===== src/rtl/ils_pkg.sv =====
// ils_pkg: shared types and constants for the indexed list store
// operation codes, status codes, datapath command and flag structs
// no dependencies
package ils_pkg;

    localparam int OP_W   = 4;
    localparam int POS_W  = 9;
    localparam int NLEN_W = 9;
    localparam int DATA_W = 32;
    localparam int STAT_W = 2;

    typedef enum logic [OP_W-1:0] {
        OP_READ   = 4'd0,
        OP_WRITE  = 4'd1,
        OP_INSERT = 4'd2,
        OP_ERASE  = 4'd3,
        OP_PUSH   = 4'd4,
        OP_POP    = 4'd5,
        OP_CLEAR  = 4'd6,
        OP_ASSIGN = 4'd7,
        OP_RESIZE = 4'd8,
        OP_FRONT  = 4'd9,
        OP_BACK   = 4'd10
    } t_op;

    typedef enum logic [STAT_W-1:0] {
        ST_OK    = 2'd0,
        ST_RANGE = 2'd1,
        ST_FULL  = 2'd2,
        ST_EMPTY = 2'd3
    } t_status;

    typedef enum logic [2:0] {
        AD_POS    = 3'd0,
        AD_PTR    = 3'd1,
        AD_PTR_DN = 3'd2,
        AD_PTR_UP = 3'd3,
        AD_ZERO   = 3'd4,
        AD_BACK   = 3'd5,
        AD_LEN    = 3'd6
    } t_addr_sel;

    typedef enum logic [1:0] {
        WD_VAL  = 2'd0,
        WD_Q    = 2'd1,
        WD_ZERO = 2'd2
    } t_wdata_sel;

    typedef enum logic [2:0] {
        PTR_HOLD = 3'd0,
        PTR_LEN  = 3'd1,
        PTR_POS  = 3'd2,
        PTR_ZERO = 3'd3,
        PTR_INC  = 3'd4,
        PTR_DEC  = 3'd5
    } t_ptr_op;

    typedef enum logic [2:0] {
        LEN_HOLD = 3'd0,
        LEN_INC  = 3'd1,
        LEN_DEC  = 3'd2,
        LEN_ZERO = 3'd3,
        LEN_N    = 3'd4
    } t_len_op;

    typedef struct packed {
        logic       latch;
        logic       ram_we;
        t_addr_sel  addr_sel;
        t_wdata_sel wdata_sel;
        t_ptr_op    ptr_op;
        t_len_op    len_op;
        logic       st_we;
        t_status    st_code;
        logic       rd_cap;
        logic       out_load;
    } t_cmd;

    typedef struct packed {
        logic [OP_W-1:0] op;
        logic            pos_lt_len;
        logic            pos_gt_len;
        logic            len_full;
        logic            len_zero;
        logic            n_gt_depth;
        logic            ptr_eq_pos;
        logic            ptr_last;
        logic            ptr_ge_n;
        logic            out_free;
    } t_flags;

endpackage


===== src/rtl/ils_ctrl.sv =====
// ils_ctrl: operation sequencer for the indexed list store
// depends on ils_pkg
module ils_ctrl
    import ils_pkg::*;
(
    input  logic   i_clk,
    input  logic   i_rst_n,
    input  logic   i_in_valid,
    output logic   o_in_ready,
    input  t_flags i_flags,
    output t_cmd   o_cmd
);

    typedef enum logic [8:0] {
        S_IDLE    = 9'b000000001,
        S_EXEC    = 9'b000000010,
        S_READ    = 9'b000000100,
        S_SHUP_RD = 9'b000001000,
        S_SHUP_WR = 9'b000010000,
        S_SHDN_RD = 9'b000100000,
        S_SHDN_WR = 9'b001000000,
        S_FILL    = 9'b010000000,
        S_DONE    = 9'b100000000
    } t_state;

    t_state r_state, n_state;

    assign o_in_ready = (r_state == S_IDLE);

    always_comb begin
        n_state = r_state;
        o_cmd   = '0;
        case (r_state)
            S_IDLE: begin
                if (i_in_valid) begin
                    o_cmd.latch = 1'b1;
                    n_state     = S_EXEC;
                end
            end
            S_EXEC: begin
                n_state = S_DONE;
                case (t_op'(i_flags.op))
                    OP_READ: begin
                        if (i_flags.pos_lt_len) begin
                            o_cmd.addr_sel = AD_POS;
                            n_state        = S_READ;
                        end else begin
                            o_cmd.st_we   = 1'b1;
                            o_cmd.st_code = ST_RANGE;
                        end
                    end
                    OP_WRITE: begin
                        if (i_flags.pos_lt_len) begin
                            o_cmd.ram_we    = 1'b1;
                            o_cmd.addr_sel  = AD_POS;
                            o_cmd.wdata_sel = WD_VAL;
                        end else begin
                            o_cmd.st_we   = 1'b1;
                            o_cmd.st_code = ST_RANGE;
                        end
                    end
                    OP_INSERT: begin
                        if (i_flags.pos_gt_len) begin
                            o_cmd.st_we   = 1'b1;
                            o_cmd.st_code = ST_RANGE;
                        end else if (i_flags.len_full) begin
                            o_cmd.st_we   = 1'b1;
                            o_cmd.st_code = ST_FULL;
                        end else begin
                            o_cmd.ptr_op = PTR_LEN;
                            n_state      = S_SHUP_RD;
                        end
                    end
                    OP_ERASE: begin
                        if (!i_flags.pos_lt_len) begin
                            o_cmd.st_we   = 1'b1;
                            o_cmd.st_code = ST_RANGE;
                        end else begin
                            o_cmd.ptr_op = PTR_POS;
                            n_state      = S_SHDN_RD;
                        end
                    end
                    OP_PUSH: begin
                        if (i_flags.len_full) begin
                            o_cmd.st_we   = 1'b1;
                            o_cmd.st_code = ST_FULL;
                        end else begin
                            o_cmd.ram_we    = 1'b1;
                            o_cmd.addr_sel  = AD_LEN;
                            o_cmd.wdata_sel = WD_VAL;
                            o_cmd.len_op    = LEN_INC;
                        end
                    end
                    OP_POP: begin
                        if (i_flags.len_zero) begin
                            o_cmd.st_we   = 1'b1;
                            o_cmd.st_code = ST_EMPTY;
                        end else begin
                            o_cmd.len_op = LEN_DEC;
                        end
                    end
                    OP_CLEAR: begin
                        o_cmd.len_op = LEN_ZERO;
                    end
                    OP_ASSIGN: begin
                        if (i_flags.n_gt_depth) begin
                            o_cmd.st_we   = 1'b1;
                            o_cmd.st_code = ST_FULL;
                        end else begin
                            o_cmd.ptr_op = PTR_ZERO;
                            n_state      = S_FILL;
                        end
                    end
                    OP_RESIZE: begin
                        if (i_flags.n_gt_depth) begin
                            o_cmd.st_we   = 1'b1;
                            o_cmd.st_code = ST_FULL;
                        end else begin
                            o_cmd.ptr_op = PTR_LEN;
                            n_state      = S_FILL;
                        end
                    end
                    OP_FRONT: begin
                        if (i_flags.len_zero) begin
                            o_cmd.st_we   = 1'b1;
                            o_cmd.st_code = ST_EMPTY;
                        end else begin
                            o_cmd.addr_sel = AD_ZERO;
                            n_state        = S_READ;
                        end
                    end
                    OP_BACK: begin
                        if (i_flags.len_zero) begin
                            o_cmd.st_we   = 1'b1;
                            o_cmd.st_code = ST_EMPTY;
                        end else begin
                            o_cmd.addr_sel = AD_BACK;
                            n_state        = S_READ;
                        end
                    end
                    default: begin
                        n_state = S_DONE;
                    end
                endcase
            end
            S_READ: begin
                o_cmd.rd_cap = 1'b1;
                n_state      = S_DONE;
            end
            // insert: move entries up from the top down to the insert point
            S_SHUP_RD: begin
                if (i_flags.ptr_eq_pos) begin
                    o_cmd.ram_we    = 1'b1;
                    o_cmd.addr_sel  = AD_PTR;
                    o_cmd.wdata_sel = WD_VAL;
                    o_cmd.len_op    = LEN_INC;
                    n_state         = S_DONE;
                end else begin
                    o_cmd.addr_sel = AD_PTR_DN;
                    n_state        = S_SHUP_WR;
                end
            end
            S_SHUP_WR: begin
                o_cmd.ram_we    = 1'b1;
                o_cmd.addr_sel  = AD_PTR;
                o_cmd.wdata_sel = WD_Q;
                o_cmd.ptr_op    = PTR_DEC;
                n_state         = S_SHUP_RD;
            end
            // erase: move entries down, then zero the vacated top slot
            S_SHDN_RD: begin
                if (i_flags.ptr_last) begin
                    o_cmd.ram_we    = 1'b1;
                    o_cmd.addr_sel  = AD_PTR;
                    o_cmd.wdata_sel = WD_ZERO;
                    o_cmd.len_op    = LEN_DEC;
                    n_state         = S_DONE;
                end else begin
                    o_cmd.addr_sel = AD_PTR_UP;
                    n_state        = S_SHDN_WR;
                end
            end
            S_SHDN_WR: begin
                o_cmd.ram_we    = 1'b1;
                o_cmd.addr_sel  = AD_PTR;
                o_cmd.wdata_sel = WD_Q;
                o_cmd.ptr_op    = PTR_INC;
                n_state         = S_SHDN_RD;
            end
            S_FILL: begin
                if (i_flags.ptr_ge_n) begin
                    o_cmd.len_op = LEN_N;
                    n_state      = S_DONE;
                end else begin
                    o_cmd.ram_we    = 1'b1;
                    o_cmd.addr_sel  = AD_PTR;
                    o_cmd.wdata_sel = WD_VAL;
                    o_cmd.ptr_op    = PTR_INC;
                end
            end
            S_DONE: begin
                if (i_flags.out_free) begin
                    o_cmd.out_load = 1'b1;
                    n_state        = S_IDLE;
                end
            end
            default: begin
                n_state = S_IDLE;
            end
        endcase
    end

    always_ff @(posedge i_clk) begin
        if (!i_rst_n) begin
            r_state <= S_IDLE;
        end else begin
            r_state <= n_state;
        end
    end

endmodule

===== config.mk =====
export PLATFORM = sky130hd
export DESIGN_NAME = ils_ctrl
export DESIGN_NICKNAME = d
export VERILOG_FILES = /design/src/rtl/ils_pkg.sv /design/src/rtl/ils_ctrl.sv
export SDC_FILE = /design/constraint.sdc
export NUM_CORES = 1
export LEC_CHECK = 0
export ABC_CLOCK_PERIOD_IN_PS = 3300
export BUFFER_PORTS_ARGS = -buffer_cell sky130_fd_sc_hd__buf_2
export CORE_UTILIZATION = 35
export CTS_BUF_LIST = sky130_fd_sc_hd__clkbuf_16
export DETAILED_ROUTE_END_ITERATION = 8
export SLEW_MARGIN = 20
export SYNTH_ARGS = -nofsm -noshare
export SYNTH_HDL_FRONTEND = slang
export SYNTH_SLANG_ARGS = --single-unit

===== constraint.sdc =====
create_clock -name i_clk -period 3.3 [get_ports i_clk]
set_input_delay 0.495 -clock i_clk [delete_from_list [all_inputs] [get_ports i_clk]]
set_output_delay 0.495 -clock i_clk [all_outputs]
set_load 0.01 [all_outputs]

# After elaboration in Yosys (flattened, before gate mapping)
# Cells that the tools add are included.
# Widths: inputs -> output; s select.
# word_totals
register_bits	9
in_bits	16
out_inout_bits	19
elab_cells	82
# op_classes
n_eq_ne	22
n_mux	52
n_reduce_logical	7
# ops
operator	count
$mux 9	12
$pmux 9 s9	1
$pmux 3 s4	4
$pmux 9 s5	1
$mux 3	10
$pmux 6 s5	1
$eq 4x3->1 const B	4
$pmux 3 s5	1
$mux 2	7
$eq 4x4->1 const B	3
$mux 6	2
$mux 1	10
$eq 9x1->1 const B	1
$eq 9x2->1 const B	1
$eq 9x3->1 const B	1
$eq 9x4->1 const B	1
$eq 9x5->1 const B	1
$eq 9x6->1 const B	1
$eq 9x7->1 const B	1
$eq 9x8->1 const B	1
$eq 9x9->1 const B	1
$pmux 3 s3	1
$eq 4x2->1 const B	2
$ne 2x2->1 const B	3
other kinds (7)	10

# Longest topological paths before layout
# logic_depth
ltp_word	4
depth_mapped	7
ltp_nobuf	6

# Worst setup path after synthesis
# OpenSTA, ideal clock, no wires.
# synth_path
path_kind	register to output
start	register r_state[4]
end	output o_cmd[13] (netlist name)
t_arrival_ps	2200
t_required_ps	2805
slack_ps	605
path_stages_with_launch	7
n_path_buf	2
path_cell_list	dfxtp_1 -> buf_6 -> or4_4 -> or4_4 -> buf_6 -> or4_1 -> nand3_1
# synth_rtl
item	line	text
start, declared	ils_ctrl.sv:26	t_state r_state, n_state;
start signal, assigned	ils_ctrl.sv:217	r_state <= n_state;
end, declared	ils_ctrl.sv:11	output t_cmd o_cmd

==> impl_metrics.toml <==
[floorplanning]
die_h_um = 57.1
start_util_pct = 37.9
pin_count = 35
die_x_um = 57.1
die-area_um2 = 3260
design.core.area_um2 = 2810
num_rows = 19

[cts]
cts.sinks = 9
cts.clk_slew.worst_paths_ns = 0.04
root_buffer = "clkbuf_16"
post_cts_buffers = 0
cts_hold_buffers = 0
cts_buffers = 3
clock_latency_ns = 0.24
cts_resized = 0
cts.path.max_buffers = 2
cts_tree = "built"
htreeDepth = 1

[cells_and_area]
final_cells = 210
diodes = 0
area_growth_pct = 20.3
nets = 196
final_cell_mix = "buf_2, nor2_1, nand2_1"
nFillCells = 296
mostFrequentLayoutCell = "buf_2"
largest_reg_flops = 9
top_register = "r_state"
drive_above_1_share_pct = 23.5
top_regs = "r_state x9"
fin_util_pct = 45.5

[timing]
grt_setup_unrepaired = "false"
fin_crit_ns = 3.04
slew_headroom_pct = 64.3
min_period_over_period_pct = 92.1
report.final.slew_viol_count = 0
setup_ws_ns = 0.260
fmax_mhz = 329
setup_tns_ns = 0
fin_skew_ns = 0.000637
setup_viol = 0
tightestPinTransition_ns = 0.528
hold_violations = 0

[global_route]
gr-total-overflow = 0
first_global_vias = 1153
track_usage_pct = 20.2
grt_pass1_wl_um = 5200
antenna_found_initial = 0
grt_max_degree = 16

[pwr]
peakVddDrop_mv = 0.152
sw_frac_of_total_pct = 27.8
power_mw = 0.424
powerDensity_nw_per_um2 = 332
power_leakage_nw = 0.567
switchingPower_mw = 0.118
combPwrFrac_pct = 21.3
pwr-share-seq_pct = 27.9
power.internal_mw = 0.306
clkPwrFrac_pct = 50.8

[setup_path]
cp-end-kind = "output pin"
critPathLaunchType = "flop"
cp.required_ns = 2.80
worstPathMaxFanout = 9
cp.arrival_ns = 2.55
worstSetupPathType = "reg -> out"

[placement]
dp_cells = 206
port_buffers = 34
dp_hpwl_um = 2440
post-place-ws_ns = 0.540
gp_congestion = 0.908

[logic_synthesis]
yosys_register_bits = 9
async_flop_share_pct = 0
syn_avg_cell_area_um2 = 7.03
synthCells = 151
synth_edf_count = 0
synth_area_um2 = 1060
synth_fp_nets = 167
ys_seq_area_share_pct = 17.0
yosysUniqueCellTypes = 41
yosysWarnings = 0
synth_top_flop_cell = "dfxtp_1"

[run]
timing.max_cap.violations = 0

[routing]
dr.pass1.iters = 4
wl_per_cell_um = 15.3
vias = 1308
vias_per_cell = 6.23
dr.first_iter.drc_count = 55
routed_wl_um = 3220
postRouteAntennaNets = 0
drc = 0

[status]
run_status = "complete, no violations"

[min_path]
hold_class = "in -> reg"
layout make-up:
| cell class | instances | area (um2) | area share (%) |
|---|---|---|---|
| clock buffers | 3 | 75.1 | 5.88 |
| clock inverters | 1 | 3.75 | 0.294 |
| multi-input cells | 126 | 783 | 61.3 |
| inverters | 5 | 18.8 | 1.47 |
| well taps | 31 | 38.8 | 3.04 |
| flip-flops and latches | 9 | 180 | 14.1 |
| repair buffers | 35 | 178 | 13.9 |
path summary, 6_finish.rpt:
path                            startpoint          to  slack, ns  cells after the start
worst max-delay path            r_state[4]   o_cmd[13]       0.26                      5
worst min-delay path            i_flags[2]  r_state[6]       0.45                      2
worst max register to register  r_state[4]  r_state[8]       1.04                      6
worst min register to register  r_state[5]  r_state[6]       0.65                      2
cells by family (layout without fill, tap and decap cells):
| kind of cell | after synthesis | count (layout) | share of synthesized area [%] |
|---|---|---|---|
| AO/OA/AOI/OAI | 39 | 39 | 25.3 |
| AND/OR/NAND/NOR | 82 | 82 | 44.2 |
| flip-flops | 9 | 9 | 17.0 |
| multiplexers | 1 | 1 | 0.942 |
| XOR/XNOR | 4 | 4 | 3.30 |
| buffers and inverters | 16 | 44 | 9.30 |
critical path: stages, from the launching register on:
cell and delay [ns]:
dfxtp_1 0.38, or4_4 0.60, or4_4 0.57, or4_1 0.54, nand3_1 0.09, buf_2 0.13
through the flow:
stage / hold WS [ns] / instance area, um2
after floorplan: 0.557 / 1060
after global placement: 0.618 / 1200
after detailed placement: 0.628 / 1200
after CTS: 0.448 / 1280
after global routing: 0.458 / 1280
final: 0.450 / 1280
Yosys cell counts, types with 2 or more instances:
cell	instances	area, um2
nand4b_1	2	17.5
clkbuf_1	3	11.3
nor4b_1	4	35.0
a21oi_1	9	45.0
nand2b_1	6	37.5
nand3_1	6	30.0
nor4_1	6	37.5
nand4_1	3	18.8
o21ai_0	7	35.0
xor2_1	3	26.3
buf_6	3	33.8
o41ai_1	2	17.5
nor2_1	16	60.1
o311ai_0	2	17.5
and4_1	2	17.5
and3_1	4	25.0
inv_1	5	18.8
or4_4	2	22.5
nor3_1	6	30.0
dfxtp_1	9	180
a21boi_0	4	30.0
o32a_1	2	20.0
a31oi_1	2	12.5
nor2b_1	6	37.5
nand2_1	11	41.3
buf_4	4	30.0
or4_1	4	30.0
o211ai_1	5	37.5
metal layers:
| metal | GRT usage (%) | up-vias | wire (um) |
|---|---|---|---|
| met1 | 24.8 | 593 | 1370 |
| met4 | 10.5 | 0 | 63 |
| met5 | 0 | - | 0 |
| li1 | - | 631 | - |
| met3 | 2.04 | 10 | 219 |
| met2 | 34.8 | 74 | 1570 |
power by group through the flow:
stage / logic [mW] / clock network, mW / registers, mW
2_1_floorplan: 0.0645 / 0 / 0.115
3_3_place_gp: 0.0867 / 0 / 0.120
3_5_place_dp: 0.0881 / 0 / 0.120
4_1_cts: 0.0888 / 0.218 / 0.118
5_1_grt: 0.0992 / 0.222 / 0.119
6_report: 0.0903 / 0.216 / 0.119
Note: power is estimated with default switching activity, not from simulation.
